## src/rtl/ocp_pkg.sv

```systemverilog
// Shared types, constants and codes for the overcurrent trip block.
package ocp_pkg;

    localparam int NUM_CHANNELS  = 8;
    localparam int CHAN_W        = 4;
    localparam int CUR_W         = 20;
    localparam int THR_W         = 20;
    localparam int SAMPLE_W      = 18;
    localparam int CHIN_W        = 8;
    localparam int TIME_W        = 32;
    localparam int COUNT_W       = 32;
    localparam int CFG_IDX_W     = 2;
    localparam int CFG_DATA_W    = 20;

    localparam logic [CUR_W-1:0] MAX_SAMPLE_MA = CUR_W'(200000);

    localparam logic [CHAN_W-1:0] CHAN_ALL = CHAN_W'(NUM_CHANNELS);
    localparam logic [CHIN_W-1:0] CHAN_LIMIT = CHIN_W'(NUM_CHANNELS);

    localparam logic [1:0] LVL_NORMAL   = 2'd0;
    localparam logic [1:0] LVL_WARNING  = 2'd1;
    localparam logic [1:0] LVL_CRITICAL = 2'd2;
    localparam logic [1:0] LVL_LOCKOUT  = 2'd3;

    localparam logic [1:0] MODE_SAMPLE  = 2'd0;
    localparam logic [1:0] MODE_CHAN_ON = 2'd1;
    localparam logic [1:0] MODE_CLEAR   = 2'd2;

    localparam logic [CFG_IDX_W-1:0] REG_ENABLED  = 2'd0;
    localparam logic [CFG_IDX_W-1:0] REG_WARNING  = 2'd1;
    localparam logic [CFG_IDX_W-1:0] REG_CRITICAL = 2'd2;
    localparam logic [CFG_IDX_W-1:0] REG_RECOVERY = 2'd3;

    localparam logic [THR_W-1:0] WARNING_RESET  = THR_W'(999000);
    localparam logic [THR_W-1:0] CRITICAL_RESET = THR_W'(999750);
    localparam logic [THR_W-1:0] RECOVERY_RESET = THR_W'(998000);

    typedef struct packed {
        logic [1:0]              mode;
        logic signed [CUR_W-1:0] current_ma;
        logic [CHIN_W-1:0]       channel;
        logic [TIME_W-1:0]       time_ms;
    } item_t;

    typedef struct packed {
        logic             enabled;
        logic [THR_W-1:0] warning_ma;
        logic [THR_W-1:0] critical_ma;
        logic [THR_W-1:0] recovery_ma;
    } cfg_t;

    typedef struct packed {
        logic [1:0]          prot_level;
        logic                switching_ok;
        logic                turn_on_ok;
        logic                trip_now;
        logic [CHAN_W-1:0]   trip_target;
        logic                lockout_cleared;
        logic [COUNT_W-1:0]  trip_total;
        logic [TIME_W-1:0]   last_trip_ms;
        logic [SAMPLE_W-1:0] latest_ma;
    } result_t;

endpackage

```

## src/rtl/overcurrent_trip_state_machine.sv

```systemverilog
// Top level of the tiered overcurrent trip block: configuration, stages and result register.
//
//   Channel   Handshake                     Payload
//   input     item_valid / item_ready       mode, current_ma, channel, time_ms
//   result    result_valid / result_ready   prot_level ... latest_ma
//   config    cfg_we (no wait)              cfg_index, cfg_data
//
// A transaction is held in the input register, where the core evaluates it
// against the stored protection state, and then sits in the result register.
// Result valid is set as the transaction moves from the input register into the result
// register; one transaction per cycle is sustained while result_ready stays high.
// When the result register is stalled, the input register still takes one more
// transaction; after that item_ready follows result_ready.
// Reset is asynchronous and active low; it restores default thresholds, disables
// the block, clears the level to normal and allows switching.
module overcurrent_trip_state_machine
    import ocp_pkg::*;
(
    input  logic                    clk,
    input  logic                    rst_n,

    input  logic                    cfg_we,
    input  logic [CFG_IDX_W-1:0]    cfg_index,
    input  logic [CFG_DATA_W-1:0]   cfg_data,

    input  logic                    item_valid,
    output logic                    item_ready,
    input  logic [1:0]              mode,
    input  logic signed [CUR_W-1:0] current_ma,
    input  logic [CHIN_W-1:0]       channel,
    input  logic [TIME_W-1:0]       time_ms,

    output logic                    result_valid,
    input  logic                    result_ready,
    output logic [1:0]              prot_level,
    output logic                    switching_ok,
    output logic                    turn_on_ok,
    output logic                    trip_now,
    output logic [CHAN_W-1:0]       trip_target,
    output logic                    lockout_cleared,
    output logic [COUNT_W-1:0]      trip_total,
    output logic [TIME_W-1:0]       last_trip_ms,
    output logic [SAMPLE_W-1:0]     latest_ma
);

    cfg_t    cfg_reg;
    item_t   item_in;
    item_t   held_item;
    logic    held_valid;
    logic    advance;
    logic    out_valid_reg;
    result_t core_res;
    result_t out_reg;

    // Configuration registers. The user must write them only while the block is idle; the block does not enforce this.
    always_ff @(posedge clk or negedge rst_n)
    begin
        if (!rst_n)
        begin
            cfg_reg.enabled     <= 1'b0;
            cfg_reg.warning_ma  <= WARNING_RESET;
            cfg_reg.critical_ma <= CRITICAL_RESET;
            cfg_reg.recovery_ma <= RECOVERY_RESET;
        end
        else if (cfg_we)
        begin
            case (cfg_index)
                REG_ENABLED:  cfg_reg.enabled     <= cfg_data[0];
                REG_WARNING:  cfg_reg.warning_ma  <= cfg_data[THR_W-1:0];
                REG_CRITICAL: cfg_reg.critical_ma <= cfg_data[THR_W-1:0];
                REG_RECOVERY: cfg_reg.recovery_ma <= cfg_data[THR_W-1:0];
                default:      cfg_reg.enabled     <= cfg_reg.enabled;
            endcase
        end
    end

    assign item_in.mode       = mode;
    assign item_in.current_ma = current_ma;
    assign item_in.channel    = channel;
    assign item_in.time_ms    = time_ms;

    // The held transaction moves into the result register whenever that register is
    // empty or its content is being taken this cycle.
    assign advance = held_valid && (!out_valid_reg || result_ready);

    ocp_in_reg u_in_reg (
        .clk        (clk),
        .rst_n      (rst_n),
        .item_valid (item_valid),
        .item_ready (item_ready),
        .item_in    (item_in),
        .advance    (advance),
        .held_valid (held_valid),
        .held_item  (held_item)
    );

    ocp_core u_core (
        .clk   (clk),
        .rst_n (rst_n),
        .fire  (advance),
        .item  (held_item),
        .cfg   (cfg_reg),
        .res   (core_res)
    );

    always_ff @(posedge clk or negedge rst_n)
    begin
        if (!rst_n)
        begin
            out_valid_reg <= 1'b0;
        end
        else if (advance)
        begin
            out_valid_reg <= 1'b1;
        end
        else if (result_ready)
        begin
            out_valid_reg <= 1'b0;
        end
    end

    always_ff @(posedge clk)
    begin
        if (advance)
        begin
            out_reg <= core_res;
        end
    end

    assign result_valid    = out_valid_reg;
    assign prot_level      = out_reg.prot_level;
    assign switching_ok    = out_reg.switching_ok;
    assign turn_on_ok      = out_reg.turn_on_ok;
    assign trip_now        = out_reg.trip_now;
    assign trip_target     = out_reg.trip_target;
    assign lockout_cleared = out_reg.lockout_cleared;
    assign trip_total      = out_reg.trip_total;
    assign last_trip_ms    = out_reg.last_trip_ms;
    assign latest_ma       = out_reg.latest_ma;

endmodule

```

## src/rtl/ocp_in_reg.sv

```systemverilog
// Input register stage that captures one transaction and holds it for the core.
module ocp_in_reg
    import ocp_pkg::*;
(
    input  logic  clk,
    input  logic  rst_n,
    input  logic  item_valid,
    output logic  item_ready,
    input  item_t item_in,
    input  logic  advance,
    output logic  held_valid,
    output item_t held_item
);

    logic  valid_reg;
    logic  valid_next;
    item_t item_reg;

    // The stage can take a new transaction when empty or when it empties now.
    assign item_ready = !valid_reg || advance;
    assign valid_next = item_valid ? 1'b1 : (valid_reg && !advance);

    always_ff @(posedge clk or negedge rst_n)
    begin
        if (!rst_n)
        begin
            valid_reg <= 1'b0;
        end
        else if (item_ready)
        begin
            valid_reg <= valid_next;
        end
    end

    always_ff @(posedge clk)
    begin
        if (item_valid && item_ready)
        begin
            item_reg <= item_in;
        end
    end

    assign held_valid = valid_reg;
    assign held_item  = item_reg;

endmodule

```

## src/rtl/ocp_core.sv

```systemverilog
// Protection level state, trip bookkeeping and the per-transaction result logic.
module ocp_core
    import ocp_pkg::*;
(
    input  logic    clk,
    input  logic    rst_n,
    input  logic    fire,
    input  item_t   item,
    input  cfg_t    cfg,
    output result_t res
);

    logic [1:0]          level_reg,     level_next;
    logic                sw_en_reg,     sw_en_next;
    logic [CHAN_W-1:0]   recent_ch_reg, recent_ch_next;
    logic [COUNT_W-1:0]  trip_cnt_reg,  trip_cnt_next;
    logic [TIME_W-1:0]   trip_time_reg, trip_time_next;
    logic [SAMPLE_W-1:0] sample_reg,    sample_next;

    logic                in_range;
    logic [THR_W-1:0]    cur_u;
    logic [1:0]          sample_level;
    logic                trip;
    logic                cleared;
    logic                do_sample;

    assign cur_u     = THR_W'($unsigned(item.current_ma));
    assign in_range  = !item.current_ma[CUR_W-1] && (item.current_ma <= MAX_SAMPLE_MA);
    assign do_sample = (item.mode == MODE_SAMPLE) && cfg.enabled && in_range;

    // Level transition for an accepted sample.
    always_comb
    begin
        sample_level = level_reg;
        case (level_reg)
            LVL_NORMAL:
            begin
                if (cur_u >= cfg.critical_ma)
                    sample_level = LVL_CRITICAL;
                else if (cur_u >= cfg.warning_ma)
                    sample_level = LVL_WARNING;
            end
            LVL_WARNING:
            begin
                if (cur_u >= cfg.critical_ma)
                    sample_level = LVL_CRITICAL;
                else if (cur_u < cfg.warning_ma)
                    sample_level = LVL_NORMAL;
            end
            LVL_CRITICAL:
            begin
                sample_level = (cur_u >= cfg.critical_ma) ? LVL_LOCKOUT : LVL_NORMAL;
            end
            default:
            begin
                if (cur_u < cfg.recovery_ma)
                    sample_level = LVL_NORMAL;
            end
        endcase
    end

    always_comb
    begin
        level_next     = level_reg;
        sw_en_next     = sw_en_reg;
        recent_ch_next = recent_ch_reg;
        trip_cnt_next  = trip_cnt_reg;
        trip_time_next = trip_time_reg;
        sample_next    = sample_reg;
        trip           = 1'b0;
        cleared        = 1'b0;
        if (item.mode == MODE_SAMPLE)
        begin
            if (do_sample)
            begin
                sample_next = cur_u[SAMPLE_W-1:0];
                level_next  = sample_level;
                if (sample_level != level_reg)
                begin
                    if (sample_level == LVL_LOCKOUT)
                    begin
                        sw_en_next     = 1'b0;
                        trip           = 1'b1;
                        trip_cnt_next  = trip_cnt_reg + COUNT_W'(1);
                        trip_time_next = item.time_ms;
                    end
                    else if (sample_level == LVL_NORMAL && level_reg == LVL_LOCKOUT)
                    begin
                        sw_en_next = 1'b1;
                    end
                end
            end
        end
        else if (item.mode == MODE_CHAN_ON)
        begin
            if (item.channel < CHAN_LIMIT)
                recent_ch_next = item.channel[CHAN_W-1:0];
        end
        else if (item.mode == MODE_CLEAR)
        begin
            if (level_reg == LVL_LOCKOUT)
            begin
                level_next = LVL_NORMAL;
                sw_en_next = 1'b1;
                cleared    = 1'b1;
            end
        end
    end

    always_ff @(posedge clk or negedge rst_n)
    begin
        if (!rst_n)
        begin
            level_reg     <= LVL_NORMAL;
            sw_en_reg     <= 1'b1;
            recent_ch_reg <= CHAN_ALL;
            trip_cnt_reg  <= '0;
            trip_time_reg <= '0;
            sample_reg    <= '0;
        end
        else if (fire)
        begin
            level_reg     <= level_next;
            sw_en_reg     <= sw_en_next;
            recent_ch_reg <= recent_ch_next;
            trip_cnt_reg  <= trip_cnt_next;
            trip_time_reg <= trip_time_next;
            sample_reg    <= sample_next;
        end
    end

    // The stored channel is either a valid channel or the all-channels code left by
    // reset, so it is the trip target as is.
    always_comb
    begin
        res.prot_level      = (item.mode == MODE_SAMPLE && !cfg.enabled) ? LVL_NORMAL
                                                                         : level_next;
        res.switching_ok    = cfg.enabled ? sw_en_next : 1'b1;
        res.turn_on_ok      = cfg.enabled ? (sw_en_next && level_next == LVL_NORMAL) : 1'b1;
        res.trip_now        = trip;
        res.trip_target     = trip ? recent_ch_reg : '0;
        res.lockout_cleared = cleared;
        res.trip_total      = trip_cnt_next;
        res.last_trip_ms    = trip_time_next;
        res.latest_ma       = sample_next;
    end

endmodule

```

## config.mk

```make
export PLATFORM = sky130hd
export DESIGN_NAME = overcurrent_trip_state_machine
export DESIGN_NICKNAME = d
export VERILOG_FILES = /design/src/rtl/ocp_pkg.sv /design/src/rtl/overcurrent_trip_state_machine.sv /design/src/rtl/ocp_in_reg.sv /design/src/rtl/ocp_core.sv
export SDC_FILE = /design/constraint.sdc
export NUM_CORES = 1
export LEC_CHECK = 0
export BUFFER_PORTS_ARGS = -buffer_cell sky130_fd_sc_hd__buf_2
export CORE_ASPECT_RATIO = 0.5
export CORE_UTILIZATION = 52
export DETAILED_ROUTE_END_ITERATION = 16
export PLACE_DENSITY = 0.85
export SLEW_MARGIN = 5
export SYNTH_ARGS = -nofsm -noshare
export SYNTH_HDL_FRONTEND = slang
export SYNTH_SLANG_ARGS = --single-unit
```

## constraint.sdc

```tcl
create_clock -name clk -period 4.6 [get_ports clk]
set_input_delay 0.92 -clock clk [delete_from_list [all_inputs] [get_ports clk]]
set_output_delay 0.92 -clock clk [all_outputs]
set_load 0.01 [all_outputs]
```

==> flow_metrics.py, run 1 <==
metrics = {
    "status": {
        "status": "finished, final reports clean",
    },
    "timing": {
        "tns_ns": 0,
        "setup_viol_count_final": 0,
        "fin_crit_sh_pct": 77.3,
        "finalMaxSlewViolations": 0,
        "min_period_ns": 3.56,
        "tightestPinTransition_ns": 1.18,
        "rsz0062_at_grt": "no",
        "slew-limit-headroom_pct": 21.1,
        "fmax_ghz": 0.281,
        "hold_viol": 0,
        "clock_skew_ns": 0.0184,
    },
    "clocking": {
        "cts_tree": "yes",
        "postCtsResizedCells": 0,
        "cts.path.max_buffers": 3,
        "root_buffer": "clkbuf_16",
        "path_clk_slew_ns": 0.07,
        "htree_num_levels": 1,
        "post_cts_buffers": 0,
        "cts_buffers": 28,
        "clock-sinks": 306,
        "clkLatencyLatePin_ns": 0.54,
        "cts_hold_buf": 0,
    },
    "worst_setup_path": {
        "worstSetupEndpointType": "register",
        "cp.required_ns": 4.92,
        "cp.arrival_ns": 3.87,
        "critPathKind": "reg2reg",
        "start_kind": "register",
        "crit_fanout": 52,
    },
    "yosys": {
        "seq_area_frac_synth_pct": 62.6,
        "synth.top_cells.by_area": "edfxtp_1 34%, dfrtp_1 22%, mux2_2 9.6%, dfstp_2 6.6%, nand2_1 5.6%",
        "ys_seq_elements": 306,
        "synthCells": 1034,
        "syn_area_um2": 13500,
        "synth_top_area_share_pct": 34.2,
        "synth_ff_type": "edfxtp_1",
        "ys_types": 64,
        "synth_edf_count": 154,
        "synth_fp_nets": 1183,
        "syn_avg_cell_area_um2": 13.1,
        "synthArstFlopShare_pct": 49.7,
        "synth_warnings": 0,
        "yosysTopAreaCell": "edfxtp_1",
    },
    "layout": {
        "utilization_pct": 62.0,
        "nNetsFinal": 1368,
        "largest_register_ffs": 62,
        "syn2layout_area_growth_pct": 16.2,
        "layout_common_cells": "202 x nand2_1, 181 x buf_2, 154 x edfxtp_1",
        "drive_above_1_share_pct": 32.6,
        "final_common_cell": "nand2_1",
    },
    "placed_design": {
        "gp_congestion": 0.868,
        "place_hpwl_um": 19700,
        "io_buffers": 182,
    },
    "route": {
        "drt_iter0_markers": 613,
        "drt-total-wl_um": 29200,
        "drcViolationCount": 0,
        "wl_per_cell_um": 18.4,
        "drtPass1Iterations": 6,
        "viasPerCell": 5.38,
        "drtAntennaViolNets": 0,
        "num_vias": 8540,
    },
    "grt": {
        "antenna_found_initial": 2,
        "grt_pass1_wl_um": 46000,
        "grt_overflow": 0,
        "grt_pass1_vias": 8786,
        "track_usage_pct": 21.9,
        "grt_max_degree": 94,
    },
    "floorplanning": {
        "initial_utilization_pct": 53.4,
        "pin_count": 183,
        "die_x_um": 230,
        "dieArea_um2": 26700,
        "coreArea_um2": 25300,
        "die_height_um": 116,
        "fp-row-count": 41,
    },
    "run": {
        "cap_violations": 0,
    },
    "power": {
        "p_per_area_nw_per_um2": 423,
        "leakage_nw": 7.10,
        "vdd_drop_max_v": 0.000302,
    },
    "min_path": {
        "hold_path_class": "in2async",
    },
}
layer usage:
layer | track usage (%) | wire (µm) | vias to the layer above
li1 | - | - | 4003
met1 | 28.5 | 12100 | 4255
met2 | 38.5 | 14800 | 223
met3 | 3.25 | 1530 | 57
met4 | 6.36 | 699 | 2
met5 | 0 | 13 | -
path summary, 6_finish.rpt:
kind	from	endpoint	slack (ns)	cells past startpoint
max in group asynchronous	rst_n	cfg_reg[58]$_DFFE_PN1P_	3.12	2
max	cfg_reg[22]$_DFFE_PN1P_	turn_on_ok$_SDFFCE_PN1P_	1.04	10
min	rst_n	u_core.trip_time_reg[22]$_DFFE_PN0P_	0.47	1
min in group clk	u_core.sample_reg[11]$_DFFE_PN0P_	u_core.sample_reg[11]$_DFFE_PN0P_	0.48	2
min reg2reg	u_core.sample_reg[11]$_DFFE_PN0P_	u_core.sample_reg[11]$_DFFE_PN0P_	0.48	2
max reg2reg	cfg_reg[22]$_DFFE_PN1P_	turn_on_ok$_SDFFCE_PN1P_	1.04	10
synthesized netlist by cell type, drive strengths merged (2+ instances only):
cell and count:
or4 4, clkbuf 16, a211oi 4, o21ai 15
xor2 17, nor3b 4, buf 19, nand2 203
ha 60, nand3b 4, a21oi 20, dfrtp 118
dfstp 34, a2111oi 2, xnor2 45, and3 8
a221o 2, nor4 9, nor2 14, a31oi 3
nand3 24, and4 3, and2 9, nor3 12
nand2b 7, a221oi 5, nand4 19, mux2 115
inv 64, edfxtp 154, a21o 4
report_power, final:
group	switching [mW]	total (mW)	internal, mW	leakage (nW)
combinational	0.514	0.918	0.403	3.22
sequential	0.174	3.43	3.25	3.44
clock	0.970	2.30	1.33	0.446
total	1.66	6.65	4.99	7.10
stage by stage:
step	hold slack [ns]	setup slack [ns]	total power, mW	area (µm²)	std cells
6_report	0.474	1.04	6.65	15700	1586
3_5_place_dp	0.462	1.22	4.39	14800	1533
2_1_floorplan	0.439	0.0561	4.02	13500	1034
3_3_place_gp	0.451	1.28	4.33	14800	1533
5_1_grt	0.499	0.762	6.93	15700	1586
4_1_cts	0.478	1.19	6.68	15700	1585
layout make-up:
| cell class | instances | area [µm²] |
|---|---|---|
| fill | 1884 | 9630 |
| antenna | 1 | 2.50 |
| timing repair buffer | 190 | 990 |
| sequential | 306 | 8470 |
| tap | 344 | 430 |
| inverter | 64 | 243 |
| clock buffer | 42 | 815 |
| clock inverter | 10 | 98.8 |
| multi-input combinational | 629 | 4660 |
worst max-delay path: stages (launching register included):
cell	delay, ns
dfstp_2	0.52
inv_1	0.04
ha_1	0.30
a211o_1	0.29
a31oi_1	0.14
o21ai_0	0.14
o21ai_1	0.54
a21o_2	0.24
buf_4	0.52
o31ai_1	0.25
o41ai_2	0.34
kinds of logic after synthesis:
kind of cell               count (synthesis)  share of synthesized area (%)
DFF                                      306                           62.6
muxes                                    115                           9.58
AOI/OAI and AO/OA                         69                           3.78
and+or+nand+nor                          323                           11.4
xor gates and xnor gates                  62                           4.02
buffers and inverters                     99                           2.99
adders and majority gates                 60                           5.55
No activity file was read; power rests on OpenSTA's default activity.
==> run 2, diff against run 1 <==
--- a/config.mk
+++ b/config.mk
@@ -9,7 +9,7 @@
 export CORE_ASPECT_RATIO = 0.5
 export CORE_UTILIZATION = 52
 export DETAILED_ROUTE_END_ITERATION = 16
-export PLACE_DENSITY = 0.85
+export PLACE_DENSITY = 0.82
 export SLEW_MARGIN = 5
 export SYNTH_ARGS = -nofsm -noshare
 export SYNTH_HDL_FRONTEND = slang
==> constraint.sdc (replaced) <==
create_clock -name clk -period 3.61 [get_ports clk]
set_input_delay 0.722 -clock clk [delete_from_list [all_inputs] [get_ports clk]]
set_output_delay 0.722 -clock clk [all_outputs]
set_load 0.01 [all_outputs]
==> flow_metrics.py, run 2 (synthesis results as in run 1) <==
metrics = {
    "status": {
        "status": "finished, final reports clean",
    },
    "worst_setup_path": {
        "start_kind": "register",
        "crit_fanout": 35,
        "cp.arrival_ns": 3.47,
        "crit_buf_inv": 3,
        "ff2ff_path_depth": 9,
        "slowest_stage": "dfstp_2",
        "critPathKind": "reg2reg",
        "cp_top_family": "compound AO/OA/AOI/OAI gates",
        "worstSetupEndpointType": "register",
        "crit_path_cell_trace": "inv_1 > ha_1 > and3_1 > a221o_1 > a221oi_4 > a21o_2 > inv_2 > buf_4 > and2_1",
        "ff2ff_setup_slack_ns": 0.43,
        "cp.required_ns": 3.91,
        "crit_cells": 9,
        "cp_slowest_stage_delay_ns": 0.53,
    },
    "grt": {
        "grt_pass1_vias": 8480,
        "grt_overflow": 0,
        "antenna_found_initial": 0,
        "track_usage_pct": 21.7,
        "grt_max_degree": 64,
        "grt_pass1_wl_um": 45000,
    },
    "min_path": {
        "hold_path_class": "in2async",
    },
    "power": {
        "leakage_nw": 7.14,
        "vdd_drop_max_v": 0.000350,
        "p_per_area_nw_per_um2": 534,
    },
    "timing": {
        "fin_crit_sh_pct": 88.0,
        "tightestPinTransition_ns": 0.629,
        "clock_skew_ns": 0.0105,
        "min_period_ns": 3.18,
        "fmax_ghz": 0.315,
        "tns_ns": 0,
        "rsz0062_at_grt": "no",
        "hold_viol": 0,
        "setup_viol_count_final": 0,
        "finalMaxSlewViolations": 0,
        "slew-limit-headroom_pct": 58.1,
    },
    "floorplanning": {
        "pin_count": 183,
        "fp-row-count": 41,
        "dieArea_um2": 26700,
        "die_height_um": 116,
        "die_x_um": 230,
        "coreArea_um2": 25300,
        "initial_utilization_pct": 53.4,
    },
    "clocking": {
        "cts_buffers": 26,
        "clock-sinks": 306,
        "path_clk_slew_ns": 0.07,
        "cts_tree": "yes",
        "root_buffer": "clkbuf_16",
        "clkLatencyLatePin_ns": 0.55,
        "postCtsResizedCells": 0,
        "post_cts_buffers": 0,
        "cts_hold_buf": 0,
        "cts.path.max_buffers": 3,
        "htree_num_levels": 1,
    },
    "layout": {
        "syn2layout_area_growth_pct": 16.7,
        "nNetsFinal": 1374,
        "layout_common_cells": "202 x nand2_1, 181 x buf_2, 154 x edfxtp_1",
        "instances_no_fill": 1589,
        "drive_above_1_share_pct": 32.9,
        "multi_input_area_um2": 4660,
        "regArea_um2": 8470,
        "largest_register_ffs": 62,
        "final_common_cell": "nand2_1",
        "fillCellCount": 1911,
    },
    "route": {
        "drt-total-wl_um": 29000,
        "drt_iter0_markers": 552,
        "drcViolationCount": 0,
        "num_vias": 8527,
        "drtAntennaViolNets": 0,
        "wl_per_cell_um": 18.3,
        "viasPerCell": 5.37,
        "drtPass1Iterations": 5,
    },
    "placed_design": {
        "io_buffers": 182,
        "place_hpwl_um": 20000,
        "place_inst": 1541,
        "gp_congestion": 0.842,
    },
    "run": {
        "cap_violations": 0,
    },
}
## run 2: path summary, 6_finish.rpt
| path | start | to |
|---|---|---|
| hold / removal | rst_n | u_core.trip_time_reg[21]$_DFFE_PN0P_ |
| setup / recovery | cfg_reg[34]$_DFFE_PN1P_ | trip_target[2]$_SDFFCE_PN0P_ |
| hold reg to reg | u_core.sample_reg[8]$_DFFE_PN0P_ | u_core.sample_reg[8]$_DFFE_PN0P_ |
| min in group clk | current_ma[0] | u_in_reg.held_item[40]$_DFFE_PP_ |
| max in group asynchronous | rst_n | u_core.trip_cnt_reg[9]$_DFFE_PN0P_ |
| setup reg to reg | cfg_reg[34]$_DFFE_PN1P_ | trip_target[2]$_SDFFCE_PN0P_ |
## run 2: report_power, final
| group | switching (mW) | internal (mW) | leakage [nW] |
|---|---|---|---|
| Combinational | 0.653 | 0.521 | 3.27 |
| Sequential | 0.228 | 4.14 | 3.44 |
| Clock | 1.23 | 1.65 | 0.432 |
## run 2: per-layer routing
metal | part of all wire [%] | GRT usage, %
met4 | 2.2 | 5.92
met5 | 0 | 0
met2 | 50 | 37.5
met1 | 43 | 28.7
met3 | 4.4 | 3.47
## run 2: final cells by class
type / instances / share of cell area (%)
Timing Repair Buffer: 198 / 6.97
Sequential cell: 306 / 53.7
Clock buffer: 42 / 5.29
Multi-Input combinational cell: 629 / 29.5
Clock inverter: 5 / 0.293
Antenna cell: 1 / 0.0159
Tap cell: 344 / 2.73
Inverter: 64 / 1.54
## run 2: through the flow
stage	setup WS, ns	util [%]	power, mW	hold WS [ns]	instance area [µm²]
floorplan	0.269	-	5.12	0.426	13500
global placement	0.566	58.8	5.52	0.451	14900
detailed placement	0.484	58.8	5.60	0.462	14900
CTS	0.446	62.3	8.49	0.176	15800
global route	0.318	62.3	8.78	0.191	15800
finish	0.434	62.3	8.43	0.135	15800
